### src/design/acs_pkg.sv
// shared constants and types for the all-ones square counter
package acs_pkg;

    localparam int MAX_COLS = 512;
    localparam int COL_W    = $clog2(MAX_COLS);
    localparam int SIDE_W   = 10;
    localparam int WIDTH_W  = 10;
    localparam int TOTAL_W  = 26;

    localparam logic [TOTAL_W-1:0] TOTAL_MAX = {TOTAL_W{1'b1}};
    localparam logic [WIDTH_W-1:0] WIDTH_MAX = WIDTH_W'(MAX_COLS);

    typedef logic [COL_W-1:0]   col_t;
    typedef logic [SIDE_W-1:0]  side_t;
    typedef logic [WIDTH_W-1:0] width_t;
    typedef logic [TOTAL_W-1:0] total_t;

    // neighbor sizes that feed one cell
    typedef struct packed {
        logic  pixel;
        side_t left;
        side_t up;
        side_t diag;
    } cell_in_t;

endpackage

### src/design/acs_cell_calc.sv
// square side for one cell and saturating update of the running total
module acs_cell_calc (
    input  acs_pkg::cell_in_t nbrs,
    input  acs_pkg::total_t   total_in,
    output acs_pkg::side_t    side,
    output acs_pkg::total_t   total_out
);
    import acs_pkg::*;

    side_t              min_lu;
    side_t              min_all;
    logic [TOTAL_W:0]   sum;

    always_comb begin
        min_lu  = (nbrs.left < nbrs.up) ? nbrs.left : nbrs.up;
        min_all = (min_lu < nbrs.diag) ? min_lu : nbrs.diag;
        side    = nbrs.pixel ? side_t'(min_all + side_t'(1)) : '0;
        sum     = {1'b0, total_in} + (TOTAL_W + 1)'(side);
        total_out = sum[TOTAL_W] ? TOTAL_MAX : sum[TOTAL_W-1:0];
    end

endmodule

### config.mk
export PLATFORM = sky130hd
export DESIGN_NAME = acs_cell_calc
export DESIGN_NICKNAME = d
export VERILOG_FILES = /design/src/design/acs_pkg.sv /design/src/design/acs_cell_calc.sv
export SDC_FILE = /design/constraint.sdc
export NUM_CORES = 1
export LEC_CHECK = 0
export ABC_AREA = 0
export BUFFER_PORTS_ARGS = -buffer_cell sky130_fd_sc_hd__buf_2
export CAP_MARGIN = 5
export CORE_UTILIZATION = 46
export DETAILED_ROUTE_END_ITERATION = 12
export GPL_ROUTABILITY_DRIVEN = 1
export GPL_TIMING_DRIVEN = 0
export PLACE_DENSITY = 0.82
export SETUP_SLACK_MARGIN = 0.02
export SLEW_MARGIN = 20
export SYNTH_ARGS = -nofsm -noshare
export SYNTH_HDL_FRONTEND = slang
export SYNTH_SLANG_ARGS = --single-unit
### constraint.sdc
create_clock -name vclk -period 6.4
set_input_delay 0.32 -clock vclk [all_inputs]
set_output_delay 0.32 -clock vclk [all_outputs]
set_load 0.005 [all_outputs]
-- Word-level counts from Yosys, hierarchy flattened
Cells that the tools add are included.
- register bits after elaboration: 0
- bits in latches: 0
- bits in writable memories: 0
- ROM bits: 0
- input bits: 57
- memories: 0
- $add $sub $neg: 2
- multipliers: 0
- div/mod/pow operators: 0
- magnitude comparators: 2
- equal/unequal tests: 0
- shifts and indexed selects: 0
- multiplexer cells: 4
- bitwise logic cells: 0
- reduce and logical (&&, ||, !) cells: 0
- operator list (cell ; count):
    10-bit two-way mux ; 3
    26-bit by 10-bit adder with 27-bit output ; 1
    26-bit two-way mux ; 1
    10-bit less-than comparator ; 2
    10-bit by 1-bit adder with 10-bit output (second input constant) ; 1

-- Longest topological paths before layout
Gate-level depths: netlist of the first run.
- depth after elaboration: 8
- mapped depth: 31

-- Least setup slack after synthesis of the first run
OpenSTA, ideal clock, no wires.
- kind: in2out
- start: input nbrs[19] in the netlist's numbering
- end: output total_out[10]
- arrival: 6.032 ns
- setup slack: 0.048 ns
- stages: 30
- path buffers: 3
- cell sequence: inv_1 > ha_1 > nand2_1 > nor2_1 > a31oi_1 > nand2_1 > buf_1 > mux2_2 > ha_1 > a211oi_1 > o211ai_1 > a41o_1 > a31oi_4 > buf_4 > nand2_1 > o21ai_0 > ha_1 > nand4_1 > nor2_1 > xnor2_1 > nor2_1 > nor3_1 > ha_1 > or2_2 > a21oi_1 > a211oi_1 > nor2_1 > or3_1 > clkbuf_1 > o21ai_0
- cells in the longest elaborated chain, start to end: 8
- RTL lines (item ; line ; RTL):
    start: declaration ; acs_cell_calc.sv:3 ; input acs_pkg::cell_in_t nbrs,
    10-bit less-than comparator ; acs_cell_calc.sv:15 ; min_lu = (nbrs.left < nbrs.up) ? nbrs.left : nbrs.up;
    10-bit two-way mux * ; acs_cell_calc.sv:15 ;
    10-bit less-than comparator ; acs_cell_calc.sv:16 ; min_all = (min_lu < nbrs.diag) ? min_lu : nbrs.diag;
    10-bit two-way mux * ; acs_cell_calc.sv:16 ;
    10-bit by 1-bit adder with 10-bit output * ; acs_cell_calc.sv:17 ; side = nbrs.pixel ? side_t'(min_all + side_t'(1)) : '0;
    10-bit two-way mux * ; acs_cell_calc.sv:17 ;
    named net side[6] ; acs_cell_calc.sv:5 ; output acs_pkg::side_t side,
    26-bit by 10-bit adder with 27-bit output * ; acs_cell_calc.sv:18 ; sum = {1'b0, total_in} + (TOTAL_W + 1)'(side);
    26-bit two-way mux * ; acs_cell_calc.sv:19 ; total_out = sum[TOTAL_W] ? TOTAL_MAX : sum[TOTAL_W-1:0];
    end: declaration ; acs_cell_calc.sv:6 ; output acs_pkg::total_t total_out
The timed path passes the listed nets; every way through them passes the cells marked *.

-- Worst setup path in the final report of the first run
- start: input nbrs[19] in the netlist's numbering
- end: output total_out[10]
- cells in the longest elaborated chain, start to end: 8
- RTL lines (item ; line):
    10-bit less-than comparator ; acs_cell_calc.sv:15
    10-bit two-way mux * ; acs_cell_calc.sv:15
    10-bit less-than comparator ; acs_cell_calc.sv:16
    10-bit two-way mux * ; acs_cell_calc.sv:16
    10-bit by 1-bit adder with 10-bit output * ; acs_cell_calc.sv:17
    10-bit two-way mux * ; acs_cell_calc.sv:17
    26-bit by 10-bit adder with 27-bit output * ; acs_cell_calc.sv:18
    26-bit two-way mux * ; acs_cell_calc.sv:19
Every way passes the cells marked *; elsewhere a longest branch is shown, timed or not.

==> results.py, run 1 <==
metrics = {
    "logic_synthesis": {
        "ys_warn_count": 0,
        "ys_seq_area_share_pct": 0,
        "synth_compound_area_share_pct": 27.37,
        "muxShareOfSynthArea_pct": 10.57,
        "synth_fa_ha_area_share_pct": 18.69,
        "yosys.area_share.simple_pct": 28.28,
        "ys_types": 48,
        "synth_top_family_by_area": "simple AND/OR/NAND/NOR gates",
        "syn-instance-count": 309,
        "syn-cell-area_sq_um": 2048,
        "syn-num-nets": 396,
        "syn_avg_cell_area_sq_um": 6.629,
        "synth_xor_area_share_pct": 7.697,
    },
    "global_route": {
        "grtUsageMet2_pct": 45.22,
        "grt_pass1_wl_um": 9756,
        "grt_max_degree": 11,
        "antenna_found_initial": 0,
        "grt_pass1_vias": 2280,
        "grtUsageMet1_pct": 36.53,
        "grt_overflow": 0,
        "grt-busiest-layer": "met2",
        "grt.total_usage_pct": 26.02,
        "gr-usage-met3_pct": 0.9868,
    },
    "die": {
        "die_w_um": 68.73,
        "ios": 93,
        "fp.dieArea_sq_um": 4724,
        "rows": 23,
        "core_sq_um": 4144,
        "die_h_um": 68.73,
        "initial_core_util_pct": 49.43,
    },
    "sta": {
        "finalHoldViolCount": 0,
        "relSlewSlack_pct": 52.15,
        "worstMarginPinSlew_ns": 0.6997,
        "fmaxAchievable_ghz": 0.1613,
        "final.setup.tns_ns": 0,
        "period_needed_ns": 6.201,
        "drv_slew": 0,
        "finalCritPeriodShare_pct": 96.89,
        "setup_violations": 0,
    },
    "power_and_ir_drop": {
        "clkPwrFrac_pct": 0,
        "vdd_drop_max_uv": 62.72,
        "sequentialPowerShare_pct": 0,
        "p_per_area_nw_per_um2": 124.7,
        "pwr-share-comb_pct": 100.0,
        "p_sw_mw": 0.1912,
        "cellLeakagePower_nw": 1.497,
        "p_int_mw": 0.1741,
        "swShare_pct": 52.33,
        "p_total_mw": 0.3653,
    },
    "critical_path": {
        "path_buf_inv": 9,
        "cp.arrival_ns": 5.88,
        "crit_family": "compound AO/OA/AOI/OAI gates",
        "path_class": "input pin to output port",
        "start_kind": "input pin",
        "crit_slowest_cell": "ha_2",
        "crit_fanout": 10,
        "cp.required_ns": 6.08,
        "critPathCaptureType": "output port",
        "cp_slowest_stage_delay_ns": 0.35,
    },
    "final_layout": {
        "fin_nets": 506,
        "multi_input_comb_area_sq_um": 2120,
        "clock_buffers": 0,
        "diodes": 0,
        "design.seq.count": 0,
        "drive_gt1_share_pct": 41.49,
        "regArea_sq_um": 0,
        "fin_cells": 467,
        "fillerInstances": 330,
        "area_growth_pct": 43.07,
    },
    "run": {
        "cap_violations": 0,
    },
    "detailed_routing": {
        "drcViolationCount": 0,
        "vias_per_cell": 5.837,
        "wire_per_inst_um": 14.14,
        "detail_route.iter0.violations": 181,
        "drtPass1Iterations": 4,
        "routed_wirelength_um": 6604,
        "postRouteAntennaNets": 0,
        "vias": 2726,
    },
    "run_status": {
        "status": "complete, no violations",
    },
    "hold_path": {
        "hp-class": "input pin to output port",
    },
    "placement": {
        "finalWeightedCongestion": 0.9284,
        "dp_hpwl_um": 4989,
        "place_inst": 452,
        "port_buffers": 93,
    },
    "clock_network": {
        "cts_hold_buf": 0,
    },
}
-- layout make-up --
| class | count | share of cell area [%] |
|---|---|---|
| buffer | 5 | 1.452 |
| inverter | 34 | 4.355 |
| multi-input combinational | 270 | 72.33 |
| tap | 50 | 2.135 |
| timing repair buffer | 108 | 19.73 |
-- routing by layer --
layer  wire [um]  up-vias
li1            -     1354
met5           0        -
met4          48        0
met3         459        8
met2        3094      125
met1        3000     1239
-- power by group through the flow --
stage          clock network, mW  registers (mW)  logic [mW]
2_1_floorplan                  0               0       0.198
3_3_place_gp                   0               0       0.294
3_5_place_dp                   0               0       0.300
4_1_cts                        0               0       0.324
5_1_grt                        0               0       0.404
6_report                       0               0       0.365
-- tightest hold or removal path: cells and delay by family --
| family | cells | cell delay (ns) |
|---|---|---|
| buf+inv | 2 | 0.20 |
| xor+xnor | 1 | 0.06 |
| simple gates | 1 | 0.05 |
-- per-stage QoR --
step	cell area (sq um)	setup slack, ns	hold WS (ns)	utilization [%]
finish	2930	0.1992	0.9584	70.71
global route	2930	-0.07930	0.9851	70.71
CTS	2704	0.02798	0.9614	65.25
detailed placement	2576	-1.504	0.9614	62.17
global placement	2576	-1.420	0.9566	62.17
floorplan	2048	0.04761	0.7493	-
-- cells in the mapped netlist (7+ instances only) --
cell      number  area, sq um
mux2i_1        7        70.07
nand2b_1       7        43.79
nor3_1         8        40.04
a21oi_1       19        95.09
inv_1         34        127.6
nor2_1        22        82.58
ha_1          29        362.9
nand3_1       21        105.1
xor2_1         7        61.31
xnor2_1       11        96.34
o21ai_0       21        105.1
mux2_2        13        146.4
nand2_1       35        131.4
-- placed cells by master (no fill, tap or decap), types with 10 or more instances in the layout --
cell type,instances
ha_1,23
nor2_1,17
a21oi_1,12
xnor2_1,10
buf_4,16
nand3_1,19
o21ai_0,15
inv_1,34
nand2_1,32
buf_2,93
mux2_2,12
-- logic make-up (layout without fill, tap and decap cells) --
family	after synthesis	count (layout)
and+or+nand+nor	119	119
AOI/OAI and AO/OA	83	83
buffers and inverters	39	147
adders and majority gates	30	30
muxes	20	20
xor gates and xnor gates	18	18
-- repair_timing --
action / CTS / global route
buffers inserted: 6 / 9
pin swaps: 6 / 19
resized for setup: 23 / 39
endpoints found under the hold margin: 0 / 0
endpoints found under the setup margin: 26 / 26
-- final timing paths --
| path | startpoint | depth (start not counted) | endpoint |
|---|---|---|---|
| max | nbrs[19] | 33 | total_out[10] |
| min | total_in[16] | 4 | total_out[16] |
Power figures use the tool's default switching activity.
==> inputs of run 2 (changes only) <==
Settings changed: ABC_AREA 0 to 1, CORE_UTILIZATION 46 to 45, PLACE_DENSITY 0.82 to 0.81.
==> run 2 against run 1 <==
  * Clock-buffer cell count unchanged
  * Worst hold slack lost 0.029 ns
  * Design area is 15% lower
  * Synthesized cell count up 13%
  * Routed wire length fell by 26%
  * Synthesized area is 4.9% lower
  * Via count is 11% lower
  * Largest cell class unchanged
  * Global-route usage down 5.6 points
  * Combinational power down 14%
  * Flip-flop and latch count stayed put
  * First-iteration DRC count shrank 39%
==> results.py, run 2 <==
metrics = {
    "hold_path": {
        "hold_path_depth": 3,
        "hp-class": "input pin to output port",
    },
    "critical_path": {
        "cp-startpoint": "nbrs[19]",
        "path_buf_inv": 6,
        "cp.arrival_ns": 5.48,
        "crit_family": "simple AND/OR/NAND/NOR gates",
        "path_class": "input pin to output port",
        "crit_fanout": 10,
        "start_kind": "input pin",
        "cp_slowest_stage_delay_ns": 0.35,
        "endpoint": "total_out[22]",
        "worst_path_most_repeated_cell": "nand2_1",
        "critPathCaptureType": "output port",
        "crit_slowest_cell": "ha_1",
        "cp.required_ns": 6.08,
        "cp_num_cells": 37,
    },
    "logic_synthesis": {
        "ys_types": 34,
        "syn-cell-area_sq_um": 1948,
        "syn-instance-count": 349,
        "yosys-top-cells-area": "ha_1 (19%), nand2_1 (18%), inv_1 (11%)",
        "syn_avg_cell_area_sq_um": 5.582,
        "ys_warn_count": 0,
        "syn-num-nets": 436,
        "synth_top_area_share_pct": 18.63,
        "synth_common_cells": "nand2_1 (95), inv_1 (58), ha_1 (29), nand3_1 (28), a21oi_1 (26)",
        "yosysMostFrequentCell": "nand2_1",
        "ys_seq_area_share_pct": 0,
        "synth_top_cell_by_area": "ha_1",
    },
    "final_layout": {
        "drive_gt1_share_pct": 29.02,
        "fin_nets": 530,
        "fillerInstances": 432,
        "diodes": 0,
        "layout_commonest_cell": "nand2_1",
        "layout_common_cells": "nand2_1 (95), buf_2 (92), inv_1 (58)",
        "clock_buffers": 0,
        "regArea_sq_um": 0,
        "multi_input_comb_area_sq_um": 1702,
        "fin_cells": 491,
        "design.seq.count": 0,
        "area_growth_pct": 27.10,
    },
    "power_and_ir_drop": {
        "pwr-share-comb_pct": 100.0,
        "p_sw_mw": 0.1799,
        "cellLeakagePower_nw": 1.522,
        "sequentialPowerShare_pct": 0,
        "p_total_mw": 0.3138,
        "p_per_area_nw_per_um2": 126.7,
        "vdd_drop_max_uv": 60.94,
        "clkPwrFrac_pct": 0,
        "swShare_pct": 57.35,
        "p_int_mw": 0.1338,
    },
    "global_route": {
        "grt_overflow": 0,
        "antenna_found_initial": 0,
        "grt.total_usage_pct": 20.39,
        "grt_pass1_vias": 1975,
        "grt_pass1_wl_um": 7776,
        "grt_max_degree": 11,
    },
    "sta": {
        "worstMarginPinSlew_ns": 0.4077,
        "final.setup.tns_ns": 0,
        "finalCritPeriodShare_pct": 90.59,
        "relSlewSlack_pct": 72.69,
        "finalHoldViolCount": 0,
        "grt_setup_unrepaired": "no",
        "fmaxAchievable_ghz": 0.1725,
        "setup_violations": 0,
        "drv_slew": 0,
        "fin_ws_ns": 0.6022,
        "period_needed_ns": 5.798,
    },
    "die": {
        "die_h_um": 67.80,
        "fp.dieArea_sq_um": 4596,
        "rows": 23,
        "core_sq_um": 4086,
        "ios": 93,
        "initial_core_util_pct": 47.67,
        "die_w_um": 67.80,
    },
    "detailed_routing": {
        "postRouteAntennaNets": 0,
        "wire_per_inst_um": 9.894,
        "detail_route.iter0.violations": 111,
        "vias_per_cell": 4.955,
        "vias": 2433,
        "routed_wirelength_um": 4858,
        "drtPass1Iterations": 4,
        "drcViolationCount": 0,
    },
    "placement": {
        "port_buffers": 92,
        "dp_slack_ns": 0.5484,
        "finalWeightedCongestion": 0.8360,
        "place_inst": 491,
        "dp_hpwl_um": 4453,
    },
    "run_status": {
        "status": "complete, no violations",
    },
    "run": {
        "cap_violations": 0,
    },
}
[run 2: what timing repair did]
action | CTS | global route
gates resized for setup | 0 | 1
setup buffers | 0 | 0
endpoints found under the setup margin | 0 | 2
hold buffers | 0 | 0
[run 2: worst min path at each step]
stage,slack [ns],from,to
6_report,0.93,total_in[19],total_out[19]
5_1_grt,0.97,total_in[19],total_out[19]
4_1_cts,0.94,total_in[19],total_out[19]
3_5_place_dp,0.94,total_in[19],total_out[19]
3_3_place_gp,0.93,total_in[19],total_out[19]
2_1_floorplan,0.74,total_in[19],total_out[19]
[run 2: kinds of logic after synthesis]
| family | after synthesis | synth area share (%) |
|---|---|---|
| AO/OA/AOI/OAI | 56 | 16.38 |
| XOR/XNOR | 8 | 3.597 |
| adder cells (fa/ha/maj) | 30 | 19.65 |
| buffers and inverters | 64 | 12.91 |
| multiplexers | 1 | 0.5138 |
| AND/OR/NAND/NOR | 190 | 46.95 |
[run 2: area by class of cell]
class / instances / area share (%)
Multi-Input combinational cell: 285 / 68.72
Timing Repair Buffer: 92 / 18.60
Inverter: 60 / 9.096
Tap cell: 50 / 2.527
Buffer: 4 / 1.061
[run 2: power by group through the flow]
stage / logic [mW] / registers, mW / clock network [mW]
after floorplan: 0.216 / 0 / 0
after global placement: 0.306 / 0 / 0
after detailed placement: 0.315 / 0 / 0
after CTS: 0.316 / 0 / 0
after global routing: 0.362 / 0 / 0
final: 0.314 / 0 / 0
[run 2: per-layer routing]
metal	part of all wire (%)	GRT usage, %
met1	45	26.90
met2	49	38.12
met3	5.3	1.014
met4	0	0
met5	0	0
[run 2: through the flow]
step | hold WS [ns] | utilization, % | area [sq um]
final | 0.9298 | 60.59 | 2476
after global routing | 0.9653 | 60.59 | 2476
after CTS | 0.9369 | 60.47 | 2471
after detailed placement | 0.9358 | 60.47 | 2471
after global placement | 0.9337 | 60.47 | 2471
after floorplan | 0.7381 | - | 1948
[run 2: worst min-delay path, cell delays in order]
cell and delay, ns:
buf_2 0.09, a21o_1 0.10, buf_2 0.10
==> inputs of run 3 (changes only) <==
Settings changed: ABC_AREA 1 to unset, CORE_UTILIZATION 45 to 54, PLACE_DENSITY 0.81 to 0.95.
Clock period 6.4 ns to 7.1 ns, I/O delays scaled along.
==> run 3 against run 2 <==
  * Design area rose by 8.0%
  * Non-clock buffer count rose by 7
  * Flip-flop and latch count is the same
  * Sequential share of layout area unchanged
  * Routed wire length up 32%
  * Clock-buffer cell count is the same
  * First-iteration DRC count grew 41%
  * Setup slack got worse by 0.31 ns
  * Global-route usage increased by 9.8 points
  * Critical path type unchanged
  * Largest cell class unchanged
  * Highest routed layer is now met4
==> results.py, run 3 (synthesis results as in run 1) <==
metrics = {
    "critical_path": {
        "worst_path_most_repeated_cell": "ha_1",
        "crit_slowest_cell": "mux2_2",
        "cp_slowest_stage_delay_ns": 0.37,
        "crit_family": "compound AO/OA/AOI/OAI gates",
        "path_class": "input pin to output port",
        "cp.required_ns": 6.74,
        "start_kind": "input pin",
        "crit_fanout": 10,
        "path_buf_inv": 5,
        "critPathCaptureType": "output port",
        "cp.arrival_ns": 6.46,
    },
    "run": {
        "cap_violations": 0,
    },
    "sta": {
        "period_needed_ns": 6.812,
        "fmaxAchievable_ghz": 0.1468,
        "fin_ws_ns": 0.2879,
        "finalCritPeriodShare_pct": 95.94,
        "final.setup.tns_ns": 0,
        "finalHoldViolCount": 0,
        "setup_violations": 0,
        "drv_slew": 0,
        "worstMarginPinSlew_ns": 0.6538,
        "holdWs_ns": 1.038,
        "relSlewSlack_pct": 55.28,
    },
    "power_and_ir_drop": {
        "vdd_drop_max_uv": 57.04,
        "cellLeakagePower_nw": 1.426,
        "p_per_area_nw_per_um2": 110.6,
    },
    "final_layout": {
        "fin_nets": 496,
        "area_growth_pct": 30.61,
        "drive_gt1_share_pct": 32.92,
        "diodes": 0,
        "layout_common_cells": "buf_2 (93), inv_1 (34), nand2_1 (34)",
        "design.seq.count": 0,
        "layout_commonest_cell": "buf_2",
        "regArea_sq_um": 0,
        "clock_buffers": 0,
    },
    "die": {
        "core_sq_um": 3661,
        "die_h_um": 63.59,
        "ios": 93,
        "rows": 22,
        "fp.dieArea_sq_um": 4043,
        "initial_core_util_pct": 55.95,
        "die_w_um": 63.59,
    },
    "detailed_routing": {
        "drcViolationCount": 0,
        "wire_per_inst_um": 14.13,
        "drtPass1Iterations": 5,
        "postRouteAntennaNets": 0,
        "routed_wirelength_um": 6427,
        "vias_per_cell": 6.037,
        "vias": 2747,
        "detail_route.iter0.violations": 156,
    },
    "run_status": {
        "status": "complete, no violations",
    },
    "global_route": {
        "antenna_found_initial": 0,
        "grt_pass1_vias": 2572,
        "grt_overflow": 0,
        "grt_max_degree": 11,
        "grt_pass1_wl_um": 10320,
        "grt.total_usage_pct": 30.19,
    },
    "placement": {
        "dp_hpwl_um": 5120,
        "port_buffers": 93,
        "dp_slack_ns": -0.8455,
        "finalWeightedCongestion": 0.9016,
    },
    "hold_path": {
        "hp-class": "input pin to output port",
    },
}
==> run 3: where the power goes <==
part,switching [mW],internal [mW],leakage (nW)
clock,0,0,0
sequential,0,0,0
combinational,0.160,0.136,1.43
total,0.160,0.136,1.43
==> run 3: timing repair <==
| item | CTS | global route |
|---|---|---|
| endpoints found under the setup margin | 26 | 26 |
| hold buffers | 0 | 0 |
| resized for setup | 11 | 9 |
| pin swaps | 1 | 2 |
| endpoints found under the hold margin | 0 | 0 |
| setup buffers | 2 | 3 |
==> run 3: worst paths after layout <==
path                startpoint       endpoint  slack (ns)  depth (start not counted)
setup / recovery      nbrs[15]   total_out[4]        0.29                         29
hold / removal    total_in[16]  total_out[16]        1.04                          4
==> run 3: metal layers <==
layer / global-route usage, % / vias to the layer above / part of all wire (%)
li1: - / 1329 / -
met1: 36.26 / 1275 / 43
met2: 55.05 / 128 / 48
met3: 3.804 / 15 / 7.6
met4: 8.523 / 0 / 2.0
met5: 0 / - / 0
==> run 3: cell type report <==
type | count | area [sq um]
tap | 48 | 60.06
inverter | 34 | 127.6
timing repair buffer | 98 | 503.0
multi-input combinational | 270 | 1952
buffer | 5 | 32.53
fill | 288 | 985.9
==> run 3: worst min-delay path, delay by kind of cell <==
family	cells	cell delay (ns)
buffers and inverters	2	0.21
xor gates and xnor gates	1	0.07
and+or+nand+nor	1	0.05
==> run 3: through the flow <==
step	utilization [%]	area [sq um]	power, mW	std cells
after global routing	73.07	2675	0.3249	455
after floorplan	-	2048	0.1789	309
after CTS	71.87	2631	0.2819	452
after detailed placement	70.30	2574	0.2721	450
final	73.07	2675	0.2959	455
after global placement	70.30	2574	0.2629	450
